--- config.mk ---
export PLATFORM = sky130hd
export DESIGN_NAME = nmea_rmc_time_extractor
export DESIGN_NICKNAME = d
export VERILOG_FILES = /design/src/hdl/nrte_pkg.sv /design/src/hdl/nrte_local_hour.sv /design/src/hdl/nmea_rmc_time_extractor.sv
export SDC_FILE = /design/constraint.sdc
export NUM_CORES = 1
export LEC_CHECK = 0
export BUFFER_PORTS_ARGS = -buffer_cell sky130_fd_sc_hd__buf_2
export CAP_MARGIN = 40
export CORE_MARGIN = 8
export CORE_UTILIZATION = 55
export CTS_BUF_LIST = sky130_fd_sc_hd__clkbuf_16
export DETAILED_ROUTE_END_ITERATION = 7
export GPL_TIMING_DRIVEN = 0
export PLACE_DENSITY = 0.73
export SLEW_MARGIN = 20
export SYNTH_ARGS = -nofsm -noshare
export SYNTH_HDL_FRONTEND = slang
export SYNTH_SLANG_ARGS = --single-unit
--- constraint.sdc ---
create_clock -name clk -period 7 [get_ports clk]
set_clock_uncertainty 0.2 [all_clocks]
set_input_delay 0.7 -clock clk [delete_from_list [all_inputs] [get_ports clk]]
set_output_delay 0.7 -clock clk [all_outputs]
set_load 0.01 [all_outputs]
--- src/hdl/nrte_pkg.sv ---
package nrte_pkg;

  localparam int FIELD_CAPACITY = 16;
  localparam int LEN_W          = $clog2(FIELD_CAPACITY + 1);
  localparam int NIB_DEPTH      = 4;

  localparam logic [7:0] CHAR_DOLLAR = 8'h24;
  localparam logic [7:0] CHAR_COMMA  = 8'h2C;

  // Fields shorter than this many characters carry no usable time.
  localparam logic [LEN_W-1:0] MIN_TIME_LEN = LEN_W'(8);

  typedef logic [3:0] nibble_t;

  typedef struct packed {
    logic    hour_tens;
    nibble_t hour_units;
    nibble_t minute_tens;
    nibble_t minute_units;
  } digits_t;

  localparam digits_t SHOWN_RESET   = '{1'b1, 4'd1, 4'd2, 4'd3};
  // Pending digits are always rewritten before they are compared.
  localparam digits_t PENDING_RESET = '{1'b1, 4'd4, 4'd5, 4'd6};

  // Expected character of "$GPRMC," at each header position.
  function automatic logic [7:0] header_char(input logic [2:0] idx);
    logic [7:0] c;
    case (idx)
      3'd0:    c = CHAR_DOLLAR;
      3'd1:    c = 8'h47;
      3'd2:    c = 8'h50;
      3'd3:    c = 8'h52;
      3'd4:    c = 8'h4D;
      3'd5:    c = 8'h43;
      3'd6:    c = CHAR_COMMA;
      default: c = 8'h00;
    endcase
    return c;
  endfunction

endpackage

--- src/hdl/nrte_local_hour.sv ---
// UTC hour digits to local 12-hour hour digits.
module nrte_local_hour (
  input  nrte_pkg::nibble_t utc_tens,
  input  nrte_pkg::nibble_t utc_units,
  input  logic [3:0]        zone_offset,
  output logic              local_tens,
  output nrte_pkg::nibble_t local_units
);

  logic [7:0] hour_raw;
  logic [7:0] hour_12;
  logic [7:0] hour_adj;
  logic [8:0] diff;
  logic [8:0] diff_m10;
  logic       above_nine;

  always_comb begin
    hour_raw = {1'b0, utc_tens, 3'b000} + {3'b000, utc_tens, 1'b0} + {4'b0000, utc_units};
    hour_12  = (hour_raw > 8'd12) ? hour_raw - 8'd12 : hour_raw;
    hour_adj = (hour_12 <= {4'b0000, zone_offset}) ? hour_12 + 8'd12 : hour_12;
    diff     = {1'b0, hour_adj} - {5'b00000, zone_offset};
    diff_m10 = diff - 9'd10;
    // A negative difference wraps high, so it counts as above nine.
    above_nine  = diff[8] | (diff[7:0] > 8'd9);
    local_tens  = above_nine;
    local_units = above_nine ? diff_m10[3:0] : diff[3:0];
  end

endmodule

--- src/hdl/nmea_rmc_time_extractor.sv ---
// NMEA RMC time extractor.
//
// Input channel (in_valid/in_ready/in_rx_byte): one received NMEA character
// per transaction. The block hunts for "$GPRMC,", collects the time field
// up to the next comma and turns HHMM into local 12-hour time using the
// zone offset (cfg_wr_en/cfg_zone_offset_hours, reset value 4). A time
// field of seven characters or fewer yields all-zero digits.
// Output channel (out_valid/out_ready/out_*): one transaction carrying four
// digits, sent only when they differ from the digits last sent.
// Result: registered, valid in the cycle after the byte following the
// closing comma is accepted. Throughput: one byte per cycle while in_ready
// is high; every byte is handled in the cycle it is accepted against the
// parser state registers. Stall: a result waits in the output register.
// Bytes keep flowing while it waits; only the byte that would launch a new
// result is held off (in_ready low) until the waiting result is taken.
// Reset (rst_n low, synchronous): parser back to hunting for '$', offset 4,
// output register empty, last-shown digits 1,1,2,3.
module nmea_rmc_time_extractor (
  input  logic       clk,
  input  logic       rst_n,
  input  logic       in_valid,
  output logic       in_ready,
  input  logic [7:0] in_rx_byte,
  output logic       out_valid,
  input  logic       out_ready,
  output logic       out_hour_tens,
  output logic [3:0] out_hour_units,
  output logic [3:0] out_minute_tens,
  output logic [3:0] out_minute_units,
  input  logic       cfg_wr_en,
  input  logic [3:0] cfg_zone_offset_hours
);

  typedef enum logic [3:0] {
    PH_DOLLAR = 4'd0,
    PH_G      = 4'd1,
    PH_P      = 4'd2,
    PH_R      = 4'd3,
    PH_M      = 4'd4,
    PH_C      = 4'd5,
    PH_COMMA  = 4'd6,
    PH_TIME   = 4'd7,
    PH_SKIP   = 4'd8
  } phase_t;

  phase_t                       phase_r, phase_nxt;
  logic [nrte_pkg::LEN_W-1:0]   len_r, len_nxt;
  nrte_pkg::nibble_t            nib_r [nrte_pkg::NIB_DEPTH];
  nrte_pkg::nibble_t            nib_nxt [nrte_pkg::NIB_DEPTH];
  nrte_pkg::digits_t            pend_r, pend_nxt;
  nrte_pkg::digits_t            shown_r, shown_nxt;
  nrte_pkg::digits_t            out_r;
  logic                         out_valid_r;
  logic [3:0]                   zone_r;

  logic                         accept;
  logic                         changed;
  logic                         emit;
  logic                         loc_tens;
  nrte_pkg::nibble_t            loc_units;
  nrte_pkg::digits_t            formed;

  // Local hour from the first two captured characters.
  nrte_local_hour u_hour (
    .utc_tens    (nib_r[0]),
    .utc_units   (nib_r[1]),
    .zone_offset (zone_r),
    .local_tens  (loc_tens),
    .local_units (loc_units)
  );

  assign changed = (pend_r != shown_r);

  // Hold off only the byte that would launch a result while the output
  // register is still occupied and stalled.
  assign in_ready = !((phase_r == PH_SKIP) && changed && out_valid_r && !out_ready);
  assign accept   = in_valid && in_ready;

  always_comb begin
    if (len_r >= nrte_pkg::MIN_TIME_LEN) begin
      formed = '{loc_tens, loc_units, nib_r[2], nib_r[3]};
    end else begin
      formed = '0;
    end
  end

  always_comb begin
    phase_nxt = phase_r;
    len_nxt   = len_r;
    nib_nxt   = nib_r;
    pend_nxt  = pend_r;
    shown_nxt = shown_r;
    emit      = 1'b0;
    if (accept) begin
      unique case (phase_r)
        PH_DOLLAR, PH_G, PH_P, PH_R, PH_M, PH_C, PH_COMMA: begin
          if (phase_r == PH_COMMA) begin
            len_nxt = '0;
          end
          if (in_rx_byte == nrte_pkg::header_char(phase_r[2:0])) begin
            phase_nxt = phase_t'(phase_r + 4'd1);
          end else begin
            phase_nxt = PH_DOLLAR;
          end
        end
        PH_TIME: begin
          if (in_rx_byte == nrte_pkg::CHAR_COMMA) begin
            pend_nxt  = formed;
            len_nxt   = '0;
            phase_nxt = PH_SKIP;
          end else if (len_r < nrte_pkg::LEN_W'(nrte_pkg::FIELD_CAPACITY)) begin
            if (len_r < nrte_pkg::LEN_W'(nrte_pkg::NIB_DEPTH)) begin
              nib_nxt[len_r[1:0]] = in_rx_byte[3:0];
            end
            len_nxt = len_r + 1'b1;
          end
        end
        PH_SKIP: begin
          // Consume the byte after the comma; publish only new digits.
          phase_nxt = PH_DOLLAR;
          if (changed) begin
            shown_nxt = pend_r;
            emit      = 1'b1;
          end
        end
        default: begin
          phase_nxt = PH_DOLLAR;
        end
      endcase
    end
  end

  always_ff @(posedge clk) begin
    if (!rst_n) begin
      phase_r     <= PH_DOLLAR;
      len_r       <= '0;
      pend_r      <= nrte_pkg::PENDING_RESET;
      shown_r     <= nrte_pkg::SHOWN_RESET;
      out_valid_r <= 1'b0;
      zone_r      <= 4'd4;
    end else begin
      phase_r <= phase_nxt;
      len_r   <= len_nxt;
      pend_r  <= pend_nxt;
      shown_r <= shown_nxt;
      if (cfg_wr_en) begin
        zone_r <= cfg_zone_offset_hours;
      end
      // Load a new result or drop the one just taken.
      if (emit) begin
        out_valid_r <= 1'b1;
      end else if (out_ready) begin
        out_valid_r <= 1'b0;
      end
    end
  end

  // Captured nibbles and result payload need no reset.
  always_ff @(posedge clk) begin
    nib_r <= nib_nxt;
    if (emit) begin
      out_r <= pend_r;
    end
  end

  assign out_valid        = out_valid_r;
  assign out_hour_tens    = out_r.hour_tens;
  assign out_hour_units   = out_r.hour_units;
  assign out_minute_tens  = out_r.minute_tens;
  assign out_minute_units = out_r.minute_units;

endmodule

==> summary.log <==
INFO  routing        met3_length=331um
INFO  grt            grt_first_pass_wirelength=14600um
INFO  final_layout   drive_gt1_frac=0.129
INFO  sta            post-route-min-period=6.50ns
INFO  setup_path     critPathArrivalTime=6.56ns
INFO  logic_synthesis postSynthNetCount=449
INFO  floorplanning  chipWidth=101um
INFO  setup_path     reg2reg_depth=23
INFO  logic_synthesis yosysSeqAreaShare=0.420
INFO  routing        avgRoutedWirePerCell=15.8um
INFO  setup_path     crit_chain=fa_1, fa_1, ha_1, o21ai_0, nand3_1, or2_1, clkbuf_1, mux2i_1, inv_1, ha_1, and4_1, nor3_1, nor3b_1, nand4_1, xnor2_1, ha_1, o21a_1, o31a_1, or2_2, a32o_1, a2111o_1, or4b_1, nand3_1
INFO  routing        firstDrtPassIters=4
INFO  routing        top_layer_used=met4
INFO  min_path       hold-path-endpoint=shown_r[1]$_SDFFE_PN1P_
INFO  sta            report.final.slew_viol_count=0
INFO  floorplanning  rows=31
INFO  clock_network  clock_path_buffers=2
INFO  setup_path     timing.rr.end=pend_r[11]$_SDFFE_PN0P_
INFO  setup_path     cp-start-kind=register
INFO  floorplanning  die_area=10200um^2
INFO  min_path       holdCritPathClass=reg2reg
INFO  routing        met2_length=4040um
INFO  routing        detail_route.vias_per_cell=5.63
INFO  min_path       hold_depth=2
INFO  clock_network  worst_path_clk_slew=0.06ns
INFO  pwr            power_leakage=1.84nW
INFO  setup_path     timing.setup.critical_path_class=reg2reg
INFO  setup_path     cp_common_cell=sky130_fd_sc_hd__ha_1
INFO  logic_synthesis ys_types=64
INFO  floorplanning  initial_standard_cell_utilization_of_the_core=0.558
INFO  placed_design  gpl.final_weighted_congestion=0.901
INFO  setup_path     crit_slowest_cell=sky130_fd_sc_hd__fa_1
INFO  sta            grt_setup_unrepaired=no
INFO  sta            worstMarginPinSlew=0.680ns
INFO  clock_network  postCtsResizedCells=0
INFO  clock_network  clock_sink_count=69
INFO  routing        final_antenna_net_count=0
INFO  logic_synthesis mean_post_synth_cell_area=9.85um^2
INFO  final_layout   nets=490
INFO  placed_design  port_buffers=30
INFO  final_layout   final_cells=549
INFO  routing        detail_route.wirelength.met1=4170um
INFO  grt            number_of_global_route_vias_before_repair=2978
INFO  setup_path     reg2reg_slack=0.50ns
INFO  logic_synthesis async_flop_share=0
INFO  routing        drt_wl_total=8670um
INFO  setup_path     largest_stage_delay_on_the_critical_path=0.66ns
INFO  pwr            cellPowerDensity=212nW/um^2
INFO  final_layout   layout_area_growth_over_synthesis=15.1%
INFO  sta            timing.fmax=154MHz
INFO  pwr            vdd_ir_drop_max=142uV
INFO  logic_synthesis synth_edf_count=29
INFO  floorplanning  die_y=101um
INFO  setup_path     critical_path.endpoint_type=register
INFO  routing        first_iter_violations=151
INFO  floorplanning  boundaryPins=32
INFO  sta            report.final.setup_viol=0
INFO  logic_synthesis synth-seq-cells=69
INFO  clock_network  clock-root-buffer=sky130_fd_sc_hd__clkbuf_16
INFO  clock_network  cts-hold-fix-buffers=0
INFO  clock_network  cts_setup_buffers=0
INFO  sta            slew-limit-headroom=0.547
INFO  job            drv_cap=0
INFO  sta            post-route-period-util=0.928
INFO  sta            final-hold-violation-count=0
INFO  sta            tns=0ns
INFO  clock_network  tritoncts=done
INFO  final_layout   layout.core_utilization=0.642
INFO  clock_network  cts_inserted_buffers=9
INFO  status         status=finished clean
INFO  setup_path     timing.critical_path.fanout_max=6
INFO  routing        via_count=3092
INFO  placed_design  hpwlAfterDp=6500um
INFO  logic_synthesis syn_area=3980um^2
INFO  logic_synthesis ys.warnings.count=0
INFO  floorplanning  core_region_area=7140um^2
INFO  min_path       timing.hold.worst.start=shown_r[1]$_SDFFE_PN1P_
INFO  placed_design  dp.cells=533
INFO  routing        drc=0
INFO  grt            grt_start_max_net_pins=15
INFO  clock_network  insertion_delay=0.33ns
INFO  setup_path     worst-endpoint-required=7.07ns
INFO  logic_synthesis synth-main-ff-cell=sky130_fd_sc_hd__dfxtp_1
INFO  grt            grt_overflow_total=0
INFO  grt            grt_use_total=0.179
INFO  final_layout   antenna-diode-count=0
INFO  grt            antenna_found_initial=0
INFO  clock_network  number_of_h_tree_levels=3
INFO  logic_synthesis syn-instance-count=404
INFO  setup_path     regToRegStartpoint=nib_r[12]$_DFFE_PP_
INFO  pwr            total_chip_power=0.972mW
## cell families (layout without fill, tap and decap cells)
group | count (synthesis) | count (layout) | share of synthesized area
buf+inv | 32 | 78 | 0.0327
fa+ha+maj | 28 | 28 | 0.0937
simple gates | 148 | 148 | 0.198
xor+xnor | 24 | 24 | 0.0563
mux | 21 | 21 | 0.0559
flops | 69 | 69 | 0.420
compound gates | 82 | 82 | 0.144
## stage by stage
stage	setup WS, ns	instance area (um^2)	hold WS [ns]
3_5_place_dp	0.537	4260	0.286
3_3_place_gp	0.624	4260	0.278
2_1_floorplan	1.09	3980	0.264
4_1_cts	0.495	4580	0.302
5_1_grt	0.0879	4580	0.319
6_report	0.502	4580	0.300
## sequential cells by signal, summed over array words and instances, names as in the netlist
name / cells
nib_r: 16
pend_r: 13
shown_r: 13
len_r: 5
out_hour_units: 4
out_minute_tens: 4
out_minute_units: 4
phase_r: 4
zone_r: 4
out_hour_tens: 1
out_valid: 1
## layer usage
| layer | up-vias | track usage |
|---|---|---|
| met3 | 14 | 0.0331 |
| met4 | 0 | 0.0641 |
| li1 | 1553 | - |
| met2 | 66 | 0.287 |
| met5 | - | 0 |
| met1 | 1459 | 0.235 |
## cells in the final DEF (no fill, tap or decap), drive strengths merged, types with 3 or more instances in the layout
cell     n
a21oi   10
fa       3
nor2b   16
o21a     5
o211ai   7
inv     23
a211oi   6
xnor2   12
or3      6
a21o     5
mux2i   20
nor3b    4
nand4    4
nor3     7
ha      25
and2    15
o31a     3
o21ai   20
nand2   37
xor2    11
or2      3
edfxtp  29
dfxtp   40
nor4     4
and3     3
nand3   12
nand3b   3
clkbuf  19
a21boi   5
or4b     3
buf     34
nor2    24
## worst max path at each step
stage / startpoint / endpoint / slack, ns / depth (start not counted)
after global routing: nib_r[12]$_DFFE_PP_ / pend_r[11]$_SDFFE_PN0P_ / 0.09 / 23
after detailed placement: nib_r[12]$_DFFE_PP_ / pend_r[11]$_SDFFE_PN0P_ / 0.54 / 23
after CTS: nib_r[12]$_DFFE_PP_ / pend_r[11]$_SDFFE_PN0P_ / 0.50 / 23
final: nib_r[12]$_DFFE_PP_ / pend_r[11]$_SDFFE_PN0P_ / 0.50 / 23
after global placement: nib_r[12]$_DFFE_PP_ / pend_r[11]$_SDFFE_PN0P_ / 0.62 / 23
after floorplan: nib_r[12]$_DFFE_PP_ / pend_r[11]$_SDFFE_PN0P_ / 1.09 / 23
## worst max-delay path, delay by kind of cell, from the launching register on
family | cells | cell delay [ns]
compound gates | 5 | 1.13
xor+xnor | 1 | 0.15
fa+ha+maj | 5 | 2.10
buf+inv | 2 | 0.29
flops | 1 | 0.43
mux | 1 | 0.32
simple gates | 9 | 1.83
## cell type report
class	instances	area (um^2)
clock buffers	9	225
well taps	99	124
clock inverters	7	104
plain buffers	14	62.6
repair buffers	30	150
inverters	18	67.6
multi-input cells	303	2180
flip-flops and latches	69	1670
fillers	598	2550
## power by group
| part | leakage (nW) | switching, mW | internal (mW) | total, mW |
|---|---|---|---|---|
| Sequential | 0.570 | 0.00232 | 0.422 | 0.424 |
| Clock | 0.163 | 0.177 | 0.318 | 0.495 |
| Combinational | 1.11 | 0.0303 | 0.0221 | 0.0524 |
| Total | 1.84 | 0.209 | 0.762 | 0.972 |
## synth_stat cells, types with 2 or more instances
master                     number  share of area
sky130_fd_sc_hd__o21a_1         5         0.0094
sky130_fd_sc_hd__or3_1          6         0.0094
sky130_fd_sc_hd__fa_1           3          0.015
sky130_fd_sc_hd__a31oi_1        2         0.0031
sky130_fd_sc_hd__a31o_1         2         0.0044
sky130_fd_sc_hd__nand3_1       12          0.015
sky130_fd_sc_hd__edfxtp_1      29           0.22
sky130_fd_sc_hd__nor4_1         4         0.0063
sky130_fd_sc_hd__ha_1          25          0.079
sky130_fd_sc_hd__nand2_1       36          0.034
sky130_fd_sc_hd__o31a_1         3         0.0066
sky130_fd_sc_hd__a211oi_1       5         0.0094
sky130_fd_sc_hd__a21o_1         5         0.0094
sky130_fd_sc_hd__a21boi_0       2         0.0038
sky130_fd_sc_hd__or2_2          2         0.0031
sky130_fd_sc_hd__nand4_1        4         0.0063
sky130_fd_sc_hd__and2_1        15          0.024
sky130_fd_sc_hd__a21oi_1       10          0.013
sky130_fd_sc_hd__nor3b_1        4         0.0075
sky130_fd_sc_hd__a21boi_1       3         0.0057
sky130_fd_sc_hd__nor2b_1       16          0.025
sky130_fd_sc_hd__nand3b_1       3         0.0057
sky130_fd_sc_hd__o211ai_1       7          0.013
sky130_fd_sc_hd__buf_2          2         0.0025
sky130_fd_sc_hd__o21ai_1        6         0.0075
sky130_fd_sc_hd__xnor2_1       12          0.026
sky130_fd_sc_hd__nor2_1        24          0.023
sky130_fd_sc_hd__nand2b_1       2         0.0031
sky130_fd_sc_hd__o22ai_1        2         0.0031
sky130_fd_sc_hd__o31ai_1        2         0.0038
sky130_fd_sc_hd__and3_1         3         0.0047
sky130_fd_sc_hd__clkbuf_1      10         0.0094
sky130_fd_sc_hd__or4b_1         3         0.0075
sky130_fd_sc_hd__nor3_1         7         0.0088
sky130_fd_sc_hd__dfxtp_1       40           0.20
sky130_fd_sc_hd__o21ai_0       14          0.018
sky130_fd_sc_hd__xor2_1        11          0.024
sky130_fd_sc_hd__mux2i_1       20          0.050
sky130_fd_sc_hd__and4_1         2         0.0044
sky130_fd_sc_hd__inv_1         17          0.016
Power figures use the tool's default switching activity.
